--- src/rtl/core/rcmix_pkg.sv ---
`timescale 1ns / 1ps

package rcmix_pkg;

	typedef enum logic [2:0] {
		REG_OP_MODE        = 3'd0,
		REG_STICK_CENTER   = 3'd1,
		REG_NEUTRAL_BAND   = 3'd2,
		REG_DRIVE_GAIN     = 3'd3,
		REG_WINCH_LOW      = 3'd4,
		REG_WINCH_HIGH     = 3'd5,
		REG_WINCH_DAC      = 3'd6,
		REG_TIMEOUT_TICKS  = 3'd7
	} rcmix_reg_t;

	localparam logic [1:0] MODE_WINCH = 2'd1;
	localparam logic [1:0] MODE_LEFT  = 2'd2;
	localparam logic [1:0] MODE_RIGHT = 2'd3;

	localparam logic ITEM_FRAME = 1'b0;
	localparam logic ITEM_TICK  = 1'b1;

	localparam int CFG_DATA_BITS = 16;
	localparam int REG_INDEX_BITS = 3;

	localparam logic [11:0] DAC_NEUTRAL = 12'd2047;
	localparam logic [11:0] DAC_OFFSET  = 12'd2048;
	localparam logic [11:0] DAC_MAX     = 12'd4095;
	localparam logic [15:0] WINCH_FAILSAFE_VALUE = 16'd1000;

	localparam logic [1:0]  RST_OP_MODE      = MODE_LEFT;
	localparam logic [7:0]  RST_NEUTRAL_BAND = 8'd10;
	localparam logic [3:0]  RST_DRIVE_GAIN   = 4'd5;
	localparam logic [11:0] RST_WINCH_DAC    = 12'd2730;
	localparam logic [15:0] RST_TIMEOUT      = 16'd500;
	localparam int RST_STICK_CENTER = 992;
	localparam int RST_WINCH_LOW    = 500;
	localparam int RST_WINCH_HIGH   = 1500;

	typedef struct packed {
		logic [11:0] dac_value;
		logic        reverse_drive;
		logic        forward_drive;
		logic        from_failsafe;
	} rcmix_result_t;

endpackage

--- src/rtl/core/rcmix_datapath.sv ---
`timescale 1ns / 1ps

module rcmix_datapath #(
	parameter int CHANNEL_BITS = 11
) (
	input  logic                               is_tick,
	input  logic [CHANNEL_BITS-1:0]            channel_one,
	input  logic [CHANNEL_BITS-1:0]            channel_two,
	input  logic [CHANNEL_BITS-1:0]            channel_twelve,
	input  logic [1:0]                         op_mode,
	input  logic [CHANNEL_BITS-1:0]            stick_center,
	input  logic [7:0]                         neutral_band,
	input  logic [3:0]                         drive_gain,
	input  logic [CHANNEL_BITS-1:0]            winch_low_threshold,
	input  logic [CHANNEL_BITS-1:0]            winch_high_threshold,
	input  logic [11:0]                        winch_dac_level,
	input  logic [15:0]                        timeout_ticks,
	input  logic signed [CHANNEL_BITS+1:0]     prev_mix,
	input  logic [15:0]                        ticks,
	output logic                               has_result,
	output rcmix_pkg::rcmix_result_t           result,
	output logic                               mix_load,
	output logic signed [CHANNEL_BITS+1:0]     mix_next,
	output logic [15:0]                        ticks_next
);
	import rcmix_pkg::*;

	localparam int MW = CHANNEL_BITS + 2;
	localparam int AW = MW + 1;
	localparam int PW = MW + 5;
	localparam int LW = PW + 1;

	logic [16:0]           tick_inc;
	logic                  timed_out;
	logic                  winch;
	logic [15:0]           winch_value;
	logic [15:0]           low_w;
	logic [15:0]           high_w;
	logic signed [MW-1:0]  x_c;
	logic signed [MW-1:0]  y_c;
	logic signed [MW-1:0]  mix;
	logic signed [MW:0]    sum;
	logic signed [MW:0]    half;
	logic signed [MW-1:0]  avg;
	logic signed [AW-1:0]  avg_w;
	logic signed [AW-1:0]  band_w;
	logic                  in_band;
	logic signed [PW-1:0]  avg_p;
	logic signed [PW-1:0]  gain_p;
	logic signed [PW-1:0]  prod;
	logic signed [LW-1:0]  level;
	logic [11:0]           track_dac;

	assign tick_inc  = {1'b0, ticks} + 17'd1;
	assign timed_out = tick_inc > {1'b0, timeout_ticks};
	assign winch     = (op_mode == MODE_WINCH);

	assign winch_value = is_tick ? WINCH_FAILSAFE_VALUE : 16'(channel_twelve);
	assign low_w       = 16'(winch_low_threshold);
	assign high_w      = 16'(winch_high_threshold);

	assign x_c = signed'(MW'(channel_one)) - signed'(MW'(stick_center));
	assign y_c = signed'(MW'(channel_two)) - signed'(MW'(stick_center));

	always_comb begin
		if (is_tick) begin
			mix = '0;
		end else if (op_mode == MODE_RIGHT) begin
			mix = y_c - x_c;
		end else begin
			mix = x_c + y_c;
		end
	end

	// halve toward zero
	assign sum  = AW'(mix) + AW'(prev_mix);
	assign half = (sum + signed'(AW'(sum[MW]))) >>> 1;
	assign avg  = half[MW-1:0];

	assign avg_w   = AW'(avg);
	assign band_w  = signed'(AW'(neutral_band));
	assign in_band = (avg_w < band_w) && (avg_w > -band_w);

	assign avg_p  = PW'(avg);
	assign gain_p = signed'(PW'(drive_gain));
	assign prod   = avg_p * gain_p;
	assign level  = LW'(prod) + signed'(LW'(DAC_OFFSET));

	always_comb begin
		if (in_band) begin
			track_dac = DAC_NEUTRAL;
		end else if (level < 0) begin
			track_dac = '0;
		end else if (level > signed'(LW'(DAC_MAX))) begin
			track_dac = DAC_MAX;
		end else begin
			track_dac = level[11:0];
		end
	end

	always_comb begin
		has_result = !is_tick || timed_out;
		mix_load   = has_result && !winch;
		mix_next   = mix;
		if (is_tick && !timed_out) begin
			ticks_next = tick_inc[15:0];
		end else begin
			ticks_next = '0;
		end
		result.from_failsafe = is_tick;
		if (winch) begin
			result.dac_value     = winch_dac_level;
			result.reverse_drive = winch_value < low_w;
			result.forward_drive = (winch_value >= low_w) && (winch_value > high_w);
		end else begin
			result.dac_value     = track_dac;
			result.reverse_drive = 1'b0;
			result.forward_drive = 1'b0;
		end
	end

endmodule

--- src/rtl/core/rc_channel_motor_mixer_unit.sv ---
`timescale 1ns / 1ps

// Motor mixer for decoded radio-control frames.
// Slave side: one beat is either a channel frame (s_tuser = 0) carrying
// channels one, two and twelve, or a one-millisecond tick (s_tuser = 1).
// Master side: one beat per frame and one per link timeout; a plain tick
// gives nothing. m_tuser flags a failsafe result.
// Configuration: cfg_we writes cfg_data into register cfg_index; write only
// while no beat is in flight.
// A beat taken from the slave side is held in the stage register, and its
// result is then loaded into the output register. Throughput is one beat per
// clock while the master does not stall; the filter state and the tick
// counter are updated by the single stage between the two registers.
// Reset clears both registers' valid flags, the mix history and the tick
// count, and loads the default configuration.
// A stalled master holds the output register; the stage register then holds
// a beat that has a result, and s_tready drops. A tick without a result
// still drains from the stage while the master stalls.
module rc_channel_motor_mixer_unit #(
	parameter int CHANNEL_BITS = 11
) (
	input  logic                                clk,
	input  logic                                arst_n,
	input  logic                                s_tvalid,
	output logic                                s_tready,
	// channel_one, channel_two, channel_twelve, zero fill
	input  logic [((3*CHANNEL_BITS+7)/8)*8-1:0] s_tdata,
	// item kind: channel frame (0) or tick (1)
	input  logic                                s_tuser,
	output logic                                m_tvalid,
	input  logic                                m_tready,
	// dac_value, reverse_drive, forward_drive, zero fill
	output logic [15:0]                         m_tdata,
	// from_failsafe
	output logic                                m_tuser,
	input  logic                                cfg_we,
	input  logic [rcmix_pkg::REG_INDEX_BITS-1:0] cfg_index,
	input  logic [rcmix_pkg::CFG_DATA_BITS-1:0]  cfg_data
);
	import rcmix_pkg::*;

	localparam int CB = CHANNEL_BITS;
	localparam int MW = CB + 2;

	logic [1:0]           op_mode_q;
	logic [CB-1:0]        stick_center_q;
	logic [7:0]           neutral_band_q;
	logic [3:0]           drive_gain_q;
	logic [CB-1:0]        winch_low_q;
	logic [CB-1:0]        winch_high_q;
	logic [11:0]          winch_dac_q;
	logic [15:0]          timeout_q;

	logic                 valid_s1;
	logic                 tick_s1;
	logic [CB-1:0]        ch_one_s1;
	logic [CB-1:0]        ch_two_s1;
	logic [CB-1:0]        ch_twelve_s1;

	logic signed [MW-1:0] prev_mix_q;
	logic [15:0]          ticks_q;

	logic                 out_valid_q;
	rcmix_result_t        out_q;

	logic                 has_result;
	rcmix_result_t        result;
	logic                 mix_load;
	logic signed [MW-1:0] mix_next;
	logic [15:0]          ticks_next;
	logic                 out_free;
	logic                 advance;
	logic                 accept;

	assign out_free = !out_valid_q || m_tready;
	assign advance  = valid_s1 && (!has_result || out_free);
	assign s_tready = !valid_s1 || advance;
	assign accept   = s_tvalid && s_tready;

	always_ff @(posedge clk or negedge arst_n) begin
		if (!arst_n) begin
			op_mode_q      <= RST_OP_MODE;
			stick_center_q <= CB'(RST_STICK_CENTER);
			neutral_band_q <= RST_NEUTRAL_BAND;
			drive_gain_q   <= RST_DRIVE_GAIN;
			winch_low_q    <= CB'(RST_WINCH_LOW);
			winch_high_q   <= CB'(RST_WINCH_HIGH);
			winch_dac_q    <= RST_WINCH_DAC;
			timeout_q      <= RST_TIMEOUT;
		end else if (cfg_we) begin
			unique case (rcmix_reg_t'(cfg_index))
				REG_OP_MODE:       op_mode_q      <= cfg_data[1:0];
				REG_STICK_CENTER:  stick_center_q <= cfg_data[CB-1:0];
				REG_NEUTRAL_BAND:  neutral_band_q <= cfg_data[7:0];
				REG_DRIVE_GAIN:    drive_gain_q   <= cfg_data[3:0];
				REG_WINCH_LOW:     winch_low_q    <= cfg_data[CB-1:0];
				REG_WINCH_HIGH:    winch_high_q   <= cfg_data[CB-1:0];
				REG_WINCH_DAC:     winch_dac_q    <= cfg_data[11:0];
				REG_TIMEOUT_TICKS: timeout_q      <= cfg_data[15:0];
			endcase
		end
	end

	always_ff @(posedge clk or negedge arst_n) begin
		if (!arst_n) begin
			valid_s1 <= 1'b0;
		end else if (s_tready) begin
			valid_s1 <= s_tvalid;
		end
	end

	always_ff @(posedge clk) begin
		if (accept) begin
			tick_s1      <= s_tuser;
			ch_one_s1    <= s_tdata[CB-1:0];
			ch_two_s1    <= s_tdata[2*CB-1:CB];
			ch_twelve_s1 <= s_tdata[3*CB-1:2*CB];
		end
	end

	rcmix_datapath #(
		.CHANNEL_BITS(CHANNEL_BITS)
	) u_datapath (
		.is_tick              (tick_s1 == ITEM_TICK),
		.channel_one          (ch_one_s1),
		.channel_two          (ch_two_s1),
		.channel_twelve       (ch_twelve_s1),
		.op_mode              (op_mode_q),
		.stick_center         (stick_center_q),
		.neutral_band         (neutral_band_q),
		.drive_gain           (drive_gain_q),
		.winch_low_threshold  (winch_low_q),
		.winch_high_threshold (winch_high_q),
		.winch_dac_level      (winch_dac_q),
		.timeout_ticks        (timeout_q),
		.prev_mix             (prev_mix_q),
		.ticks                (ticks_q),
		.has_result           (has_result),
		.result               (result),
		.mix_load             (mix_load),
		.mix_next             (mix_next),
		.ticks_next           (ticks_next)
	);

	always_ff @(posedge clk or negedge arst_n) begin
		if (!arst_n) begin
			prev_mix_q <= '0;
			ticks_q    <= '0;
		end else if (advance) begin
			ticks_q <= ticks_next;
			if (mix_load) begin
				prev_mix_q <= mix_next;
			end
		end
	end

	always_ff @(posedge clk or negedge arst_n) begin
		if (!arst_n) begin
			out_valid_q <= 1'b0;
		end else if (out_free) begin
			out_valid_q <= advance && has_result;
		end
	end

	always_ff @(posedge clk) begin
		if (advance && has_result) begin
			out_q <= result;
		end
	end

	assign m_tvalid = out_valid_q;
	assign m_tdata  = {2'b00, out_q.forward_drive, out_q.reverse_drive, out_q.dac_value};
	assign m_tuser  = out_q.from_failsafe;

	a_pins_exclusive: assert property (@(posedge clk) disable iff (!arst_n)
		m_tvalid |-> !(m_tdata[12] && m_tdata[13]))
		else $error("reverse and forward pins both driven");

	a_track_pins_low: assert property (@(posedge clk) disable iff (!arst_n)
		(m_tvalid && op_mode_q != MODE_WINCH) |-> (!m_tdata[12] && !m_tdata[13]))
		else $error("direction pin driven in track mode");

	a_count_restart: assert property (@(posedge clk) disable iff (!arst_n)
		(advance && has_result) |=> (ticks_q == '0))
		else $error("tick count not restarted after a result");

	a_stage_hold: assert property (@(posedge clk) disable iff (!arst_n)
		(valid_s1 && !advance) |=> (valid_s1 && $stable(tick_s1) && $stable(ch_twelve_s1)))
		else $error("stalled stage beat lost");

endmodule
--- config.mk ---
export PLATFORM = sky130hd
export DESIGN_NAME = rc_channel_motor_mixer_unit
export DESIGN_NICKNAME = d
export VERILOG_FILES = /design/src/rtl/core/rcmix_pkg.sv /design/src/rtl/core/rcmix_datapath.sv /design/src/rtl/core/rc_channel_motor_mixer_unit.sv
export SDC_FILE = /design/constraint.sdc
export NUM_CORES = 1
export LEC_CHECK = 0
export BUFFER_PORTS_ARGS = -buffer_cell sky130_fd_sc_hd__buf_2
export CAP_MARGIN = 10
export CORE_MARGIN = 2
export CORE_UTILIZATION = 55
export DETAILED_ROUTE_END_ITERATION = 7
export PLACE_DENSITY = 0.74
export SYNTH_ARGS = -nofsm -noshare
export SYNTH_HDL_FRONTEND = slang
export SYNTH_SLANG_ARGS = --single-unit
--- constraint.sdc ---
create_clock -name clk -period 9.25 [get_ports clk]
set_input_delay 1.85 -clock clk [delete_from_list [all_inputs] [get_ports clk]]
set_output_delay 1.85 -clock clk [all_outputs]
set_load 0.01 [all_outputs]
# Word level (Yosys, flattened, before mapping)
# Index checks and enable logic that the tools add are counted.
# W data, S select, Z words.
[classes] mux=8 n_mul=1 n_bitwise=0 n_reduce_logical=27 shifts=0 add_sub_neg=9 magnitude_cmp=8 eq_ne=9 n_div=0
[op_table] operator="$mux W12" n=3
[op_table] operator="$mux W13" n=2
[op_table] operator="$sub A11 B11 Y12" n=2
[op_table] operator="$add A18 B13 Y19 const B" n=1
[op_table] operator="$gt A19 B13 Y1 const B" n=1
[op_table] operator="$lt A19 B1 Y1 const B" n=1
[op_table] operator="$mul A13 B5 Y18" n=1
[op_table] operator="$reduce_and A2 Y1" n=9
[op_table] operator="$add A16 B1 Y17 const B" n=1
[op_table] operator="$gt A17 B16 Y1" n=1
[op_table] operator="$ge A16 B11 Y1" n=1
[op_table] operator="$gt A16 B11 Y1" n=1
[op_table] operator="$lt A16 B11 Y1" n=1
[op_table] operator="$mux W16" n=1
[op_table] operator="$add A13 B13 Y14" n=1
[op_table] operator="$add A14 B2 Y14" n=1
[op_table] operator="$gt A13 B14 Y1" n=1
[op_table] operator="$mux W14" n=1
[op_table] operator="$neg A8 Y14" n=1
[op_table] operator="$add A13 B13 Y13" n=1
[op_table] operator="$lt A13 B9 Y1" n=1
[op_table] operator="$sub A13 B13 Y13" n=1
[op_table] operator="$eq A3 B3 Y1 const B" n=4
[op_table] operator="$mux W11" n=1
[op_table] operator="other kinds (8)" n=23
[totals] ramBits=0 latch_bits=0 romBits=0 n_memories=0 out_inout_bits=19 elab_cells=82 regBits=155

# Depth between registers and ports, before layout
[logic_depth] word_depth=13 ltp_mapped=50

# Modules after synthesis
# Synthesis repeated with hierarchy kept, for this count alone.
[unflattened] hier_cells=1303 area_unflattened_um2=13125.1
[by_module_without_submodules] module="rcmix_datapath" instances=1 cells_each=1011 area_each_um2=7552.2
[by_module_without_submodules] module="rc_channel_motor_mixer_unit" instances=1 cells_each=292 area_each_um2=5572.8

# Worst setup path before layout
# OpenSTA, ideal clock, no wires.
[synth_timing] path_kind="register to register" from="register stick_center_q[1]" to="register out_q (netlist bit m_tdata[10]) (data pin)" path_stages_with_launch=46 required_ps=8994 slack_ps=-948 setup_time_ps=256 arrival_time_ps=9942 synth_period_minus_slack_ps=10198 path_buffers=1 path_cell_list="dfrtp_1 > inv_1 > ha_1 > nor2b_1 > o21ai_0 > a21boi_0 > o31ai_1 > a21oi_1 > a2111oi_0 > xor2_1 > nand2_1 > o21ai_0 > xor2_1 > ha_1 > o21ai_0 > a41oi_1 > or2_2 > xnor2_1 > [10 not listed] > a211oi_1 > o2111ai_1 > nor3_1 > xnor2_1 > nor2b_1 > fa_1 > fa_1 > inv_1 > fa_1 > inv_1 > ha_1 > a21o_1 > a41o_1 > a2111oi_0 > o211ai_1 > clkbuf_1 > o21a_1 > o22a_1"
[synth_lines] element="from (decl)" line="rc_channel_motor_mixer_unit.sv:46" source="logic [CB-1:0] stick_center_q;"
[synth_lines] element="from (signal assigned)" line="rc_channel_motor_mixer_unit.sv:83" source="stick_center_q <= CB'(RST_STICK_CENTER);"
[synth_lines] element="from (signal assigned)" line="rc_channel_motor_mixer_unit.sv:93" source="REG_STICK_CENTER: stick_center_q <= cfg_data[CB-1:0];"
[synth_lines] element="to (signal assigned)" line="rc_channel_motor_mixer_unit.sv:167" source="out_q <= result;"
[synth_lines] element="to (decl)" line="rc_channel_motor_mixer_unit.sv:64" source="rcmix_result_t out_q;"

==> reports/metrics.csv <==
stage;metric;value;unit
run_status;outcome;finished, violations left;
run_status;failing checks;setup timing;
clock_tree;Worst-path clk slew;0.07;ns
worst_setup_path;CP required;9.44;ns
timing;fin crit period;9.89;ns
layout;ANT cells;0;
die;number of I/O pins;84;
route;DRC Markers;0;
clock_tree;CTS Buffer Depth;2;
placed_design;Area after DPL;14900;um^2
synthesis;ranking of synthesized cells by area;ha_1, dfrtp_1, edfxtp_1;
grt;initial antenna violation count;0;
layout;register area;4170;um^2
clock_tree;worst skew pair latency;0.43;ns
synthesis;Synth Warn #;0;
layout;Final nets;1831;
die;Die X;157;um
timing;fin crit share;107;%
timing;Final Slew Violations;0;
synthesis;leading post-synthesis cells by instance count;inv_1, ha_1, o21ai_0, nand2_1, dfrtp_1;
layout;Cell Count, Final, Fillers Out;1905;
timing;final worst setup slack;-0.637;ns
layout;design area;15900;um^2
worst_setup_path;reg2reg setup slack;-0.64;ns
placed_design;Cells after DPL;1854;
route;DR iter-0 viols;486;
worst_setup_path;Slowest-stage cell, CP;fa_1;
worst_setup_path;Crit Reg-Reg Startpoint;ch_one_s1[0];
layout;Multi-input gate area;8410;um^2
timing;Max Freq;101;MHz
worst_setup_path;crit path kind;register to register;
die;full die area;24600;um^2
placed_design;HPWL Detailed;22500;um
grt;GR Util All Layers;24.9;%
hold_path;hold crit path type;register to register;
route;final WL;29700;um
layout;number of fill cells;1721;
synthesis;most used flip-flop cell after synthesis;dfrtp_1;
clock_tree;CTS root buffer;clkbuf_16;
layout;Area Overhead vs Synth;23.6;%
worst_setup_path;Critical R2R Capture;m_tdata[10];
placed_design;dpl ws;-0.875;ns
timing;endpoints failing setup;12;
hold_path;hold path cells;2;
die;Starting Density;56.4;%
synthesis;Distinct cells, synth;70;
die;Core Box Area;22800;um^2
grt;largest net degree at the start of global routing;58;
worst_setup_path;kind of cell adding the most delay to the critical path;adder cells;
timing;setup TNS;-7.12;ns
grt;first-pass GRT wire length;48800;um
synthesis;Mapped Avg Cell Area;9.53;um^2
timing;Setup Skew;0.00873;ns
timing;final hold vios;0;
worst_setup_path;startpoint types;register;
hold_path;Hold EP;prev_mix_q[12];
synthesis;sequential-to-total area share from yosys stat;32.5;%
route;vias per inst;5.50;
synthesis;cell area after synthesis;12800;um^2
clock_tree;Clock Sinks;155;
grt;grt ovf;0;
timing;RSZ-0062 raised after global routing;true;
synthesis;Synth area leader;ha_1;
worst_setup_path;CP peak stage delay;0.54;ns
grt;vias in the first global route;10400;
clock_tree;level count of the clock H-tree;4;
worst_setup_path;CP max FO;6;
worst_setup_path;critical path's most frequent cell;buf_4;
synthesis;FFs w/ async S/R, synth;68.4;%
synthesis;EDFF count, synth;49;
synthesis;most common cell in the netlist;inv_1;
clock_tree;hold_buf cts;0;
synthesis;cell count after synthesis;1347;
timing;Worst Max-Slew Pin Slew;1.13;ns
route;DR pass1 iterations;7;
worst_setup_path;path depth of the worst reg2reg path;51;
route;wire per inst;15.6;um
worst_setup_path;Worst Path Buf+Inv;8;
clock_tree;TritonCTS clock tree;yes;
synthesis;register bit total from synthesis;155;
die;Die Ht;157;um
placed_design;Port Buf Inserts;74;
run;Max Cap Viol;0;
worst_setup_path;CP Data Arrival Time;10.07;ns
layout;layout cells sized above 1;30.0;%
die;Cell Rows;55;
synthesis;Synth top area share;15.0;%
clock_tree;total CTS buffers;17;
route;Detail Route Antenna Nets;0;
timing;Slew HR;24.2;%
hold_path;min-delay src;prev_mix_q[12];
worst_setup_path;crit end category;register;
route;vias;10500;
placed_design;gpl congestion;0.917;
==> sequential cells by signal, indices dropped and copies added, names as in the netlist, 4 cells and up <==
| signal | cells |
|---|---|
| ch_one_s1 | 11 |
| ch_twelve_s1 | 11 |
| ch_two_s1 | 11 |
| drive_gain_q | 4 |
| m_tdata | 14 |
| neutral_band_q | 8 |
| prev_mix_q | 13 |
| stick_center_q | 11 |
| ticks_q | 16 |
| timeout_q | 16 |
| winch_dac_q | 12 |
| winch_high_q | 11 |
| winch_low_q | 11 |
==> timing repair <==
item	in CTS	in global routing
setup buffers	11	7
pin swaps	15	28
hold endpoints to repair	0	0
gates resized for setup	20	40
cloned	1	0
setup endpoints to repair	12	12
==> cells by family (layout without fill, tap and decap cells) <==
kind of cell	after synthesis	count (layout)	synth area share [%]
simple gates	375	375	15.4
compound gates	280	280	14.6
buf+inv	202	446	6.18
fa+ha+maj	187	187	20.2
flops	155	155	32.5
xor+xnor	87	87	5.94
mux	60	60	5.23
other cells	1	2	0.0292
==> metrics by stage <==
stage | hold WS, ns | util [%]
finish | 0.491 | 69.6
global route | 0.514 | 69.6
CTS | 0.497 | 68.5
detailed placement | 0.484 | 65.2
global placement | 0.477 | 65.2
floorplan | 0.424 | -
==> final cells by class <==
| class | instances | area share (%) |
|---|---|---|
| inverters | 162 | 3.83 |
| clock buffers | 18 | 2.77 |
| well taps | 313 | 2.47 |
| multi-input cells | 991 | 53.0 |
| flip-flops and latches | 155 | 26.3 |
| repair buffers | 252 | 10.9 |
| clock inverters | 14 | 0.797 |
==> metal layers <==
layer	GRT usage (%)	up-vias	routed length [um]
met5	0	-	0
met4	9.22	0	828
met3	3.18	52	1230
met2	43.2	248	14600
met1	31.8	5001	13000
li1	-	5176	-
==> cell usage in the layout, fill, tap and decap left out, drive strengths merged, types with 32 or more instances in the layout <==
cell type and n:
buf 252, inv 170, ha 154, o21ai 88
nand2 81, dfrtp 71, nor2 67, mux2 57
xnor2 56, edfxtp 49, a21oi 43, nor2b 40
dfstp 35, fa 33, and2 32
==> worst min-delay path: stages, from the launching register on <==
cell and delay (ns):
dfrtp_1 0.35, nand2_1 0.05, o31ai_1 0.05
==> worst max-delay path by stage <==
stage | cells after the start | startpoint | slack [ns] | end
2_1_floorplan | 48 | ch_one_s1[0] | -0.09 | m_tdata[5]
3_3_place_gp | 49 | ch_one_s1[0] | -0.74 | m_tdata[10]
3_5_place_dp | 50 | ch_one_s1[0] | -0.87 | m_tdata[10]
4_1_cts | 49 | ch_one_s1[0] | -0.65 | m_tdata[10]
5_1_grt | 50 | ch_one_s1[0] | -1.14 | m_tdata[10]
6_report | 51 | ch_one_s1[0] | -0.64 | m_tdata[10]
Power is not shown: default switching activity piles up to over one toggle a cycle in this logic, so the estimate is an artifact.
